File: src/rtl/assert_macros.svh
// Assertion macros for the scheduler RTL.
// No dependencies; compiled away when SYNTH is defined.
`ifndef ASSERT_MACROS_SVH
`define ASSERT_MACROS_SVH
`ifndef SYNTH
`define ASSERT_AT(lbl, clk, rst_n, prop) \
    lbl: assert property (@(posedge clk) disable iff (!rst_n) (prop)) \
        else $error("%m: assertion failed");
`define ASSERT_NEVER(lbl, clk, rst_n, cond) \
    lbl: assert property (@(posedge clk) disable iff (!rst_n) !(cond)) \
        else $error("%m: forbidden condition seen");
`else
`define ASSERT_AT(lbl, clk, rst_n, prop)
`define ASSERT_NEVER(lbl, clk, rst_n, cond)
`endif
`endif

File: src/rtl/edf_pkg.sv
// Shared widths, codes, defaults and job entry type of the EDF slot scheduler.
// No dependencies.
package edf_pkg;
    localparam int KIND_W = 2;
    localparam int ID_W   = 6;
    localparam int SLOT_W = 7;
    localparam int WORK_W = 7;
    localparam int ACT_W  = 2;

    localparam int DEF_MAX_JOBS  = 64;
    localparam int DEF_MAX_SLOTS = 128;

    localparam logic [KIND_W-1:0] KIND_ADD    = 2'd0;
    localparam logic [KIND_W-1:0] KIND_TICK   = 2'd1;
    localparam logic [KIND_W-1:0] KIND_FINISH = 2'd2;

    localparam logic [ACT_W-1:0] ACT_IDLE     = 2'd0;
    localparam logic [ACT_W-1:0] ACT_WORK     = 2'd1;
    localparam logic [ACT_W-1:0] ACT_RESERVED = 2'd2;
    localparam logic [ACT_W-1:0] ACT_REPORT   = 2'd3;

    typedef struct packed {
        logic [SLOT_W-1:0] deadline;
        logic [WORK_W-1:0] remaining;
    } t_entry;
endpackage

File: src/rtl/edf_day_slot_scheduler_top.sv
// EDF slot scheduler: job table in a memory with a registered read port, pending and
// reserved bits in flops. Add beats write the table directly and give no result.
// Tick and finish beats sweep the job table one entry a cycle through its read port;
// no new beat is accepted until their result is registered for output.
// Synchronous active-low reset clears pending, reserved, slot and failure state.
// Depends on edf_pkg and assert_macros.svh.
`include "assert_macros.svh"

module edf_day_slot_scheduler_top #(
    parameter int MAX_JOBS  = edf_pkg::DEF_MAX_JOBS,
    parameter int MAX_SLOTS = edf_pkg::DEF_MAX_SLOTS
) (
    input  logic                       i_clk,
    input  logic                       i_rst_n,
    input  logic                       i_valid,
    output logic                       o_stall,
    input  logic [edf_pkg::KIND_W-1:0] i_kind,
    input  logic [edf_pkg::ID_W-1:0]   i_job_id,
    input  logic [edf_pkg::SLOT_W-1:0] i_deadline_slot,
    input  logic [edf_pkg::WORK_W-1:0] i_work_slots,
    output logic                       o_valid,
    input  logic                       i_stall,
    output logic [edf_pkg::ACT_W-1:0]  o_action,
    output logic [edf_pkg::ID_W-1:0]   o_served_job,
    output logic [edf_pkg::SLOT_W-1:0] o_slot_number,
    output logic                       o_feasible
);
    import edf_pkg::*;

    localparam int JOB_DEPTH = (MAX_JOBS < (1 << ID_W)) ? MAX_JOBS : (1 << ID_W);
    localparam int RES_DEPTH = (MAX_SLOTS < (1 << SLOT_W)) ? MAX_SLOTS : (1 << SLOT_W);
    localparam int JAW = $clog2(JOB_DEPTH);
    localparam int RAW = $clog2(RES_DEPTH);
    localparam int SW  = $clog2(MAX_SLOTS + 1);

    localparam logic [1:0] ST_IDLE = 2'd0;
    localparam logic [1:0] ST_SCAN = 2'd1;
    localparam logic [1:0] ST_LAST = 2'd2;
    localparam logic [1:0] ST_FIN  = 2'd3;

    logic [1:0]           r_state, n_state;
    logic [JOB_DEPTH-1:0] r_pending;
    logic [RES_DEPTH-1:0] r_reserved;
    logic [SW-1:0]        r_slot;
    logic                 r_fail;
    logic                 r_is_tick;

    t_entry               r_mem [JOB_DEPTH];
    t_entry               r_rd_data;
    logic [JAW-1:0]       r_addr;
    logic [JAW-1:0]       r_rd_addr;
    logic                 r_rd_vld;

    logic                 r_found;
    logic [JAW-1:0]       r_best;
    logic [SLOT_W-1:0]    r_best_dl;
    logic [WORK_W-1:0]    r_best_rem;

    logic                 r_out_valid;
    logic [ACT_W-1:0]     r_action;
    logic [ID_W-1:0]      r_served;
    logic [SLOT_W-1:0]    r_slot_out;
    logic                 r_feas_out;

    logic                 w_acc_in;
    logic                 w_add_ok;
    logic                 w_out_free;
    logic                 w_live;
    logic                 w_res_hit;
    logic                 w_work;
    logic                 w_fin_go;
    logic [WORK_W-1:0]    w_new_rem;
    logic                 w_wr_en;
    logic [JAW-1:0]       w_wr_addr;
    t_entry               w_wr_data;
    logic                 w_rd_en;

    assign o_stall    = (r_state != ST_IDLE);
    assign w_acc_in   = i_valid && !o_stall;
    assign w_add_ok   = w_acc_in && (i_kind == KIND_ADD)
                        && (32'(i_job_id) < MAX_JOBS)
                        && (32'(i_deadline_slot) < MAX_SLOTS);
    assign w_out_free = !r_out_valid || !i_stall;
    assign w_fin_go   = (r_state == ST_FIN) && w_out_free;
    assign w_live     = r_is_tick && (32'(r_slot) < MAX_SLOTS);
    assign w_res_hit  = (32'(r_slot) < RES_DEPTH) && r_reserved[r_slot[RAW-1:0]];
    assign w_work     = w_fin_go && w_live && !w_res_hit && r_found;
    assign w_new_rem  = r_best_rem - WORK_W'(1);
    assign w_rd_en    = (r_state == ST_SCAN);

    always_comb begin
        w_wr_en   = w_add_ok || w_work;
        w_wr_addr = r_best;
        w_wr_data = '{deadline: r_best_dl, remaining: w_new_rem};
        if (w_add_ok) begin
            w_wr_addr = i_job_id[JAW-1:0];
            w_wr_data = '{deadline: i_deadline_slot, remaining: i_work_slots};
        end
    end

    always_comb begin
        n_state = r_state;
        unique case (r_state)
            ST_IDLE: begin
                if (w_acc_in && ((i_kind == KIND_TICK) || (i_kind == KIND_FINISH))) begin
                    n_state = ST_SCAN;
                end
            end
            ST_SCAN: begin
                if (r_addr == JAW'(JOB_DEPTH - 1)) begin
                    n_state = ST_LAST;
                end
            end
            ST_LAST: n_state = ST_FIN;
            ST_FIN: begin
                if (w_out_free) begin
                    n_state = ST_IDLE;
                end
            end
            default: n_state = ST_IDLE;
        endcase
    end

    always_ff @(posedge i_clk) begin
        if (w_wr_en) begin
            r_mem[w_wr_addr] <= w_wr_data;
        end
        if (w_rd_en) begin
            r_rd_data <= r_mem[r_addr];
        end
    end

    always_ff @(posedge i_clk) begin
        if (!i_rst_n) begin
            r_state     <= ST_IDLE;
            r_pending   <= '0;
            r_reserved  <= '0;
            r_slot      <= '0;
            r_fail      <= 1'b0;
            r_rd_vld    <= 1'b0;
            r_found     <= 1'b0;
            r_out_valid <= 1'b0;
            r_addr      <= '0;
        end else begin
            r_state  <= n_state;
            r_rd_vld <= w_rd_en;

            if (w_add_ok) begin
                if (r_reserved[i_deadline_slot[RAW-1:0]]) begin
                    r_fail <= 1'b1;
                end
                r_reserved[i_deadline_slot[RAW-1:0]] <= 1'b1;
                r_pending[i_job_id[JAW-1:0]]        <= (i_work_slots != '0);
            end

            if ((r_state == ST_IDLE) && (n_state == ST_SCAN)) begin
                r_addr  <= '0;
                r_found <= 1'b0;
            end else if (w_rd_en) begin
                r_addr <= r_addr + JAW'(1);
            end

            if (r_rd_vld && r_pending[r_rd_addr]) begin
                if (!r_is_tick) begin
                    r_fail <= 1'b1;
                end else begin
                    if (32'(r_rd_data.deadline) <= 32'(r_slot)) begin
                        r_fail <= 1'b1;
                    end
                    if (!r_found || (r_rd_data.deadline < r_best_dl)) begin
                        r_found <= 1'b1;
                    end
                end
            end

            if (w_fin_go && w_live) begin
                r_slot <= r_slot + SW'(1);
            end
            if (w_work && (w_new_rem == '0)) begin
                r_pending[r_best] <= 1'b0;
            end

            if (w_fin_go) begin
                r_out_valid <= 1'b1;
            end else if (!i_stall) begin
                r_out_valid <= 1'b0;
            end
        end
    end

    always_ff @(posedge i_clk) begin
        if (w_acc_in) begin
            r_is_tick <= (i_kind == KIND_TICK);
        end
        if (w_rd_en) begin
            r_rd_addr <= r_addr;
        end
        if (r_rd_vld && r_pending[r_rd_addr] && r_is_tick
            && (!r_found || (r_rd_data.deadline < r_best_dl))) begin
            r_best     <= r_rd_addr;
            r_best_dl  <= r_rd_data.deadline;
            r_best_rem <= r_rd_data.remaining;
        end
        if (w_fin_go) begin
            r_slot_out <= SLOT_W'(r_slot);
            r_feas_out <= !r_fail;
            r_served   <= w_work ? ID_W'(r_best) : '0;
            if (!r_is_tick) begin
                r_action <= ACT_REPORT;
            end else if (!w_live) begin
                r_action <= ACT_IDLE;
            end else if (w_res_hit) begin
                r_action <= ACT_RESERVED;
            end else if (r_found) begin
                r_action <= ACT_WORK;
            end else begin
                r_action <= ACT_IDLE;
            end
        end
    end

    assign o_valid       = r_out_valid;
    assign o_action      = r_action;
    assign o_served_job  = r_served;
    assign o_slot_number = r_slot_out;
    assign o_feasible    = r_feas_out;

    `ASSERT_NEVER(a_no_write_in_scan, i_clk, i_rst_n, (r_state == ST_SCAN) && w_wr_en)
    `ASSERT_AT(a_result_from_fin, i_clk, i_rst_n, $rose(r_out_valid) |-> ($past(r_state) == ST_FIN))
    `ASSERT_AT(a_fail_sticky, i_clk, i_rst_n, r_fail |=> r_fail)
    `ASSERT_AT(a_slot_bound, i_clk, i_rst_n, 32'(r_slot) <= MAX_SLOTS)
    `ASSERT_AT(a_served_in_range, i_clk, i_rst_n,
               (o_valid && (o_action == ACT_WORK)) |-> (32'(o_served_job) < JOB_DEPTH))
endmodule
File: config.mk
export PLATFORM = sky130hd
export DESIGN_NAME = edf_day_slot_scheduler_top
export DESIGN_NICKNAME = d
export VERILOG_FILES = /design/src/rtl/edf_pkg.sv /design/src/rtl/edf_day_slot_scheduler_top.sv
export VERILOG_INCLUDE_DIRS = /design/src /design/src/rtl
export SDC_FILE = /design/constraint.sdc
export NUM_CORES = 2
export LEC_CHECK = 0
export BUFFER_PORTS_ARGS = -buffer_cell sky130_fd_sc_hd__clkbuf_2
export CAP_MARGIN = 20
export CORE_ASPECT_RATIO = 1.75
export CORE_MARGIN = 2
export CORE_UTILIZATION = 45
export CTS_BUF_LIST = sky130_fd_sc_hd__clkbuf_4 sky130_fd_sc_hd__clkbuf_8
export DETAILED_ROUTE_END_ITERATION = 6
export PLACE_DENSITY = 0.71
export SLEW_MARGIN = 20
export SYNTH_ARGS = -nofsm -noshare
export SYNTH_HDL_FRONTEND = slang
export SYNTH_SLANG_ARGS = --single-unit
File: constraint.sdc
create_clock -name i_clk -period 5.3 [get_ports i_clk]
set_input_delay 0.795 -clock i_clk [delete_from_list [all_inputs] [get_ports i_clk]]
set_output_delay 0.795 -clock i_clk [all_outputs]
set_load 0.02 [all_outputs]
After elaboration in Yosys (flattened, before gate mapping)
Memory sizes are Yosys's and may differ from the RTL's. A register that Yosys moved wholly into a read port is not among the register bits.
Cells that the tools add are included.
- $add $sub $neg: 3
- magnitude comparators: 11
- equal/unequal tests: 8
- mux-type cells: 38
- bitwise operators: 4
- reduce and logical (&&, ||, !) cells: 33
- operator list (cell ; count):
    $mux 64 ; 3
    $or 128x128->128 ; 1
    $and 64x64->64 ; 1
    $bwmux 64 ; 1
    $not 64->64 ; 1
    $lt 6x7->1 const B ; 3
    $mux 1 ; 20
    $logic_and 1x1->1 ; 17
    $lt 7x8->1 const B ; 2
    $bmux 1 s7 ; 2
    $mux 14 ; 1
    $demux 1 s6 ; 2
    $ge 6x1->1 const B ; 2
    $mux 2 ; 5
    $add 8x1->8 const B ; 1
    $le 7x8->1 ; 1
    $lt 8x8->1 const B ; 1
    $pmux 2 s4 ; 1
    $demux 1 s7 ; 1
    $ge 7x1->1 const B ; 1
    $logic_not 7->1 ; 1
    $lt 7x7->1 ; 1
    $reduce_bool 7->1 ; 1
    $sub 7x1->7 const B ; 1
    13 further kinds ; 26
- register bits: 255
- RAM bits: 896
- output and inout port bits: 18
- memories kept: 1
- memories (memory ; words ; width ; read ports ; clocked after Yosys merged registers in ; wr ports ; line ; RTL):
    r_mem ; 64 ; 14 ; 1 ; 1 ; 1 ; edf_day_slot_scheduler_top.sv:48 ; t_entry r_mem [JOB_DEPTH];

Depth between registers and ports, before layout
- depth after elaboration: 12
- gate-level depth with buffers: 12

Worst setup path before layout
OpenSTA, ideal clock, no wires.
- path kind: input-to-reg
- start: input port i_kind[0] in the netlist's numbering
- end: memory r_mem[0][10] in the netlist's numbering, data pin
- setup time: 0.702 ns
- arrival: 4.280 ns
- setup slack: 0.318 ns
- stages: 7
- cells stage by stage: inv_1 ha_1 nor4bb_1 clkbuf_1 clkbuf_1 clkbuf_1 o21ai_0
- RTL lines (item ; line ; RTL):
    start, declared ; edf_day_slot_scheduler_top.sv:17 ; input logic [edf_pkg::KIND_W-1:0] i_kind,
    end, declared ; edf_day_slot_scheduler_top.sv:48 ;

Worst setup path in the final report
- start: register r_slot[0]
- end: memory r_mem[27][12] in the netlist's numbering (enable)
- word-level cells in the longest chain between the ends: 9
- elaborated cells between the ends (all ways): 12
- those cells by class: order compare (1); mux (4); reduce/logical (7)
- ends and longest elaborated chain (item ; line ; RTL):
    start, declared ; edf_day_slot_scheduler_top.sv:44 ; logic [SW-1:0] r_slot;
    start signal, assigned ; edf_day_slot_scheduler_top.sv:177 ; r_slot <= r_slot + SW'(1);
    $bmux 1 s7 ; edf_day_slot_scheduler_top.sv:86 ; assign w_res_hit = (32'(r_slot) < RES_DEPTH) && r_reserved[r_slot[RAW-1:0]];
    $mux 1 (implied by the code) ; edf_day_slot_scheduler_top.sv:86 ;
    $logic_and 1x1->1 ; edf_day_slot_scheduler_top.sv:86 ;
    $logic_not 1->1 ; edf_day_slot_scheduler_top.sv:87 ; assign w_work = w_fin_go && w_live && !w_res_hit && r_found;
    $logic_and 1x1->1 (*) (2 in series) ; edf_day_slot_scheduler_top.sv:87 ;
    $logic_or 1x1->1 (*) ; edf_day_slot_scheduler_top.sv:92 ; w_wr_en = w_add_ok || w_work;
    $mux 1 (*) ; edf_day_slot_scheduler_top.sv:125 ; if (w_wr_en) begin
    $mux 1 (implied by the code) (*) ; edf_day_slot_scheduler_top.sv:126 ; r_mem[w_wr_addr] <= w_wr_data;
Every way passes the cells marked *; elsewhere a longest branch is shown, timed or not. The select of a mux whose other input is x is not followed.

==> impl_metrics.csv <==
group,metric,value,unit
sta,rsz0062_at_grt,"no",
drt,routedWlPerCell,29.7,um
worst_setup_path,timing_worst_setup_path_type,"reg -> reg",
sta,max_freq,230,MHz
clocking,cts.htree.levels,4,
synth,synth.lib_cells_used.distinct,69,
clocking,post_cts.resized_instances,0,
worst_setup_path,worstReg2RegStart,"r_slot[0]",
synth,seq_area_frac_synth,68.7,%
clocking,clk_pin_slew,0.07,ns
cells_and_area,layout.area.seq,0.0329,mm^2
sta,min_period,4.34,ns
worst_setup_path,worst_r2r_path_depth,8,
worst_setup_path,first_element_of_the_critical_path,"r_slot[0]",
placed_design,port-buffer-count,43,
job,max_cap_viols,0,
global_route,overflow_left_after_global_routing,0,
worst_hold_path,min_path_type,"in -> reg",
synth,synthesis_stage_register_bit_count,1165,
floorplan,fp-row-count,158,
sta,finalSetupTns,0,ns
clocking,cts.sinks,1165,
clocking,hold_buffers,0,
floorplan,die_wd,251,um
floorplan,floorplan.initialDensity,45.2,%
clocking,postCtsSetupBuffers,0,
cells_and_area,areaGrowthSynthToFinish,12.2,%
worst_setup_path,crit_chain,"mux4_1, a221oi_2, o21ai_1, and3_4, nor4_4, o2111ai_2, a21oi_1, buf_4",
power_and_ir_drop,vdd.ir_drop.worst,215,uV
drt,routed_vias,27900,
drt,initialDrtViolationCount,3218,
sta,report.final.setup_viol,0,
clocking,worstSkewPairLatency,0.82,ns
sta,timing.final.max_slew_violations,0,
sta,finalHoldViolCount,0,
drt,drc_errors,1,
worst_setup_path,worstPathMaxFanout,27,
run_status,status,"finished, violations left",
floorplan,top_level_ports,44,
sta,worst_clock_skew,0.0297,ns
worst_setup_path,crit_path_end,"r_mem[27][12]",
clocking,cts.path.max_buffers,3,
power_and_ir_drop,static-leakage-power,16.7,nW
cells_and_area,fraction_of_final_layout_cells_sized_beyond_drive_strength_1,28.3,%
cells_and_area,most-common-layout-cells,"sky130_fd_sc_hd__edfxtp_1 (953), sky130_fd_sc_hd__mux4_2 (347), sky130_fd_sc_hd__nor2_1 (231)",
cells_and_area,layout.cells.most_common,"sky130_fd_sc_hd__edfxtp_1",
worst_setup_path,critical_path_required,5.79,ns
placed_design,placed_cells,4103,
synth,synthesis.nets,2814,
cells_and_area,multi_input_gate_area,0.0143,mm^2
synth,synthArstFlopShare,0,%
clocking,cts_inserted_buffers,153,
floorplan,core,0.106,mm^2
cells_and_area,stdcell_count,4386,
drt,viasPerCell,6.36,
clocking,cts_tree,"built",
synth,post_synth.cell_area_avg,17.3,um^2
run_status,failed_checks,"design-rule violations",
global_route,grt_first_pass_wirelength,189000,um
synth,synth-warning-count,0,
worst_setup_path,worstSetupEndpointType,"register",
power_and_ir_drop,power-per-cell-area,334,mW/mm^2
global_route,grt_antenna_before_repair,2,
worst_setup_path,cp.arrival,4.83,ns
cells_and_area,nNetsFinal,2946,
global_route,grt.total_usage,23.7,%
clocking,cts.root.buffer_cell,"sky130_fd_sc_hd__clkbuf_8",
synth,post_synth_instance_area,0.0479,mm^2
worst_setup_path,worst_r2r_endpoint,"r_mem[27][12]",
worst_setup_path,slowest_delay,0.91,ns
sta,finalCritPeriodShare,81.9,%
worst_setup_path,setup.reg_to_reg.worst_slack,0.96,ns
worst_setup_path,cp-start-kind,"register",
synth,synth_cells,2769,
global_route,grt_pass1_vias,28400,
placed_design,place_congestion,0.953,
synth,ys_dominant_reg_cell,"sky130_fd_sc_hd__edfxtp_1",
drt,finalWirelength,130000,um
drt,count_of_antenna_violating_nets_left_after_detailed_routing,0,
worst_setup_path,critical_path.slowest_cell,"sky130_fd_sc_hd__dfxtp_2",
sta,max_slew_margin,19.4,%
placed_design,detailed_place_hpwl,85800,um
floorplan,floorplan.die.height,435,um
sta,timing_worst_slew_pin_value,1.21,ns
global_route,grt_start_max_net_pins,78,
drt,drt_pass1_iterations,7,
synth,synth_enable_flop_cells,953,
sta,final_hold_slack,0.311,ns
cells_and_area,fill_cells,8211,
floorplan,die_area,0.109,mm^2
flip-flops by register name, indices dropped and copies added (netlist names), 2 cells and up:
name           cells
o_action           2
o_served_job       6
o_slot_number      7
r_addr             6
r_best             6
r_best_dl          7
r_best_rem         7
r_mem            896
r_pending         64
r_rd_addr          6
r_rd_data         14
r_reserved       128
r_slot             8
r_state            2
logic make-up after synthesis:
group	after synthesis	synth area share [%]
flops	1165	68.7
compound gates	459	6.29
mux	404	17.8
buf+inv	229	1.98
fa+ha+maj	19	0.497
xor+xnor	16	0.293
simple gates	477	4.44
through the flow:
| stage | setup slack, ns | util, % | power (mW) | cell area (um^2) |
|---|---|---|---|---|
| finish | 0.961 | 50.8 | 17.9 | 53700 |
| global route | 0.867 | 50.8 | 18.4 | 53700 |
| CTS | 0.845 | 50.6 | 18.0 | 53600 |
| detailed placement | 0.825 | 47.5 | 11.0 | 50300 |
| global placement | 0.955 | 47.5 | 10.9 | 50300 |
| floorplan | 0.318 | - | 10.6 | 47900 |
cells in the mapped netlist, types with 25 or more instances:
master	count	area [um^2]
sky130_fd_sc_hd__buf_1	32	120
sky130_fd_sc_hd__nor2_1	236	886
sky130_fd_sc_hd__a31oi_1	59	369
sky130_fd_sc_hd__mux2i_1	40	400
sky130_fd_sc_hd__o211ai_1	25	188
sky130_fd_sc_hd__mux4_2	347	7820
sky130_fd_sc_hd__nand2_1	112	420
sky130_fd_sc_hd__edfxtp_1	953	28600
sky130_fd_sc_hd__a41oi_1	65	569
sky130_fd_sc_hd__o21ai_0	43	215
sky130_fd_sc_hd__dfxtp_1	212	4240
sky130_fd_sc_hd__a21oi_1	174	871
sky130_fd_sc_hd__clkbuf_1	149	559
cell type report:
| type | count | share of cell area, % |
|---|---|---|
| Antenna cell | 1 | 0.00466 |
| Multi-Input combinational cell | 1375 | 26.7 |
| Sequential cell | 1165 | 61.2 |
| Timing Repair Buffer | 181 | 2.60 |
| Tap cell | 1360 | 3.17 |
| Inverter | 25 | 0.179 |
| Clock buffer | 198 | 4.75 |
| Clock inverter | 81 | 1.41 |
worst min-delay path by stage:
stage / startpoint / endpoint / slack, ns / depth (start not counted)
CTS: i_stall / o_valid / 0.25 / 3
detailed placement: r_rd_data[2] / r_best_rem[2] / 0.41 / 0
global route: i_stall / o_valid / 0.31 / 3
floorplan: r_rd_data[0] / r_best_rem[0] / 0.40 / 0
finish: i_stall / o_valid / 0.31 / 3
global placement: r_rd_data[2] / r_best_rem[2] / 0.41 / 0
report_power, final:
| part | internal (mW) | switching [mW] |
|---|---|---|
| sequential | 9.86 | 0.0485 |
| clock | 3.78 | 3.38 |
| combinational | 0.339 | 0.512 |
critical path, delay by kind of cell (launching register included):
family                 cells  cell delay [ns]
buffers and inverters      1             0.29
flip-flops                 1             0.91
AO/OA/AOI/OAI              4             1.24
AND/OR/NAND/NOR            2             0.85
multiplexers               1             0.68
routing by layer:
metal	GRT usage, %	vias to the layer above	part of all wire (%)
met2	42.3	1685	53
met4	16.9	2	7.9
met3	4.34	440	7.4
li1	-	11500	-
met1	25.1	14200	32
met5	0	-	0.0084
Note: power is estimated with default switching activity, not from simulation.
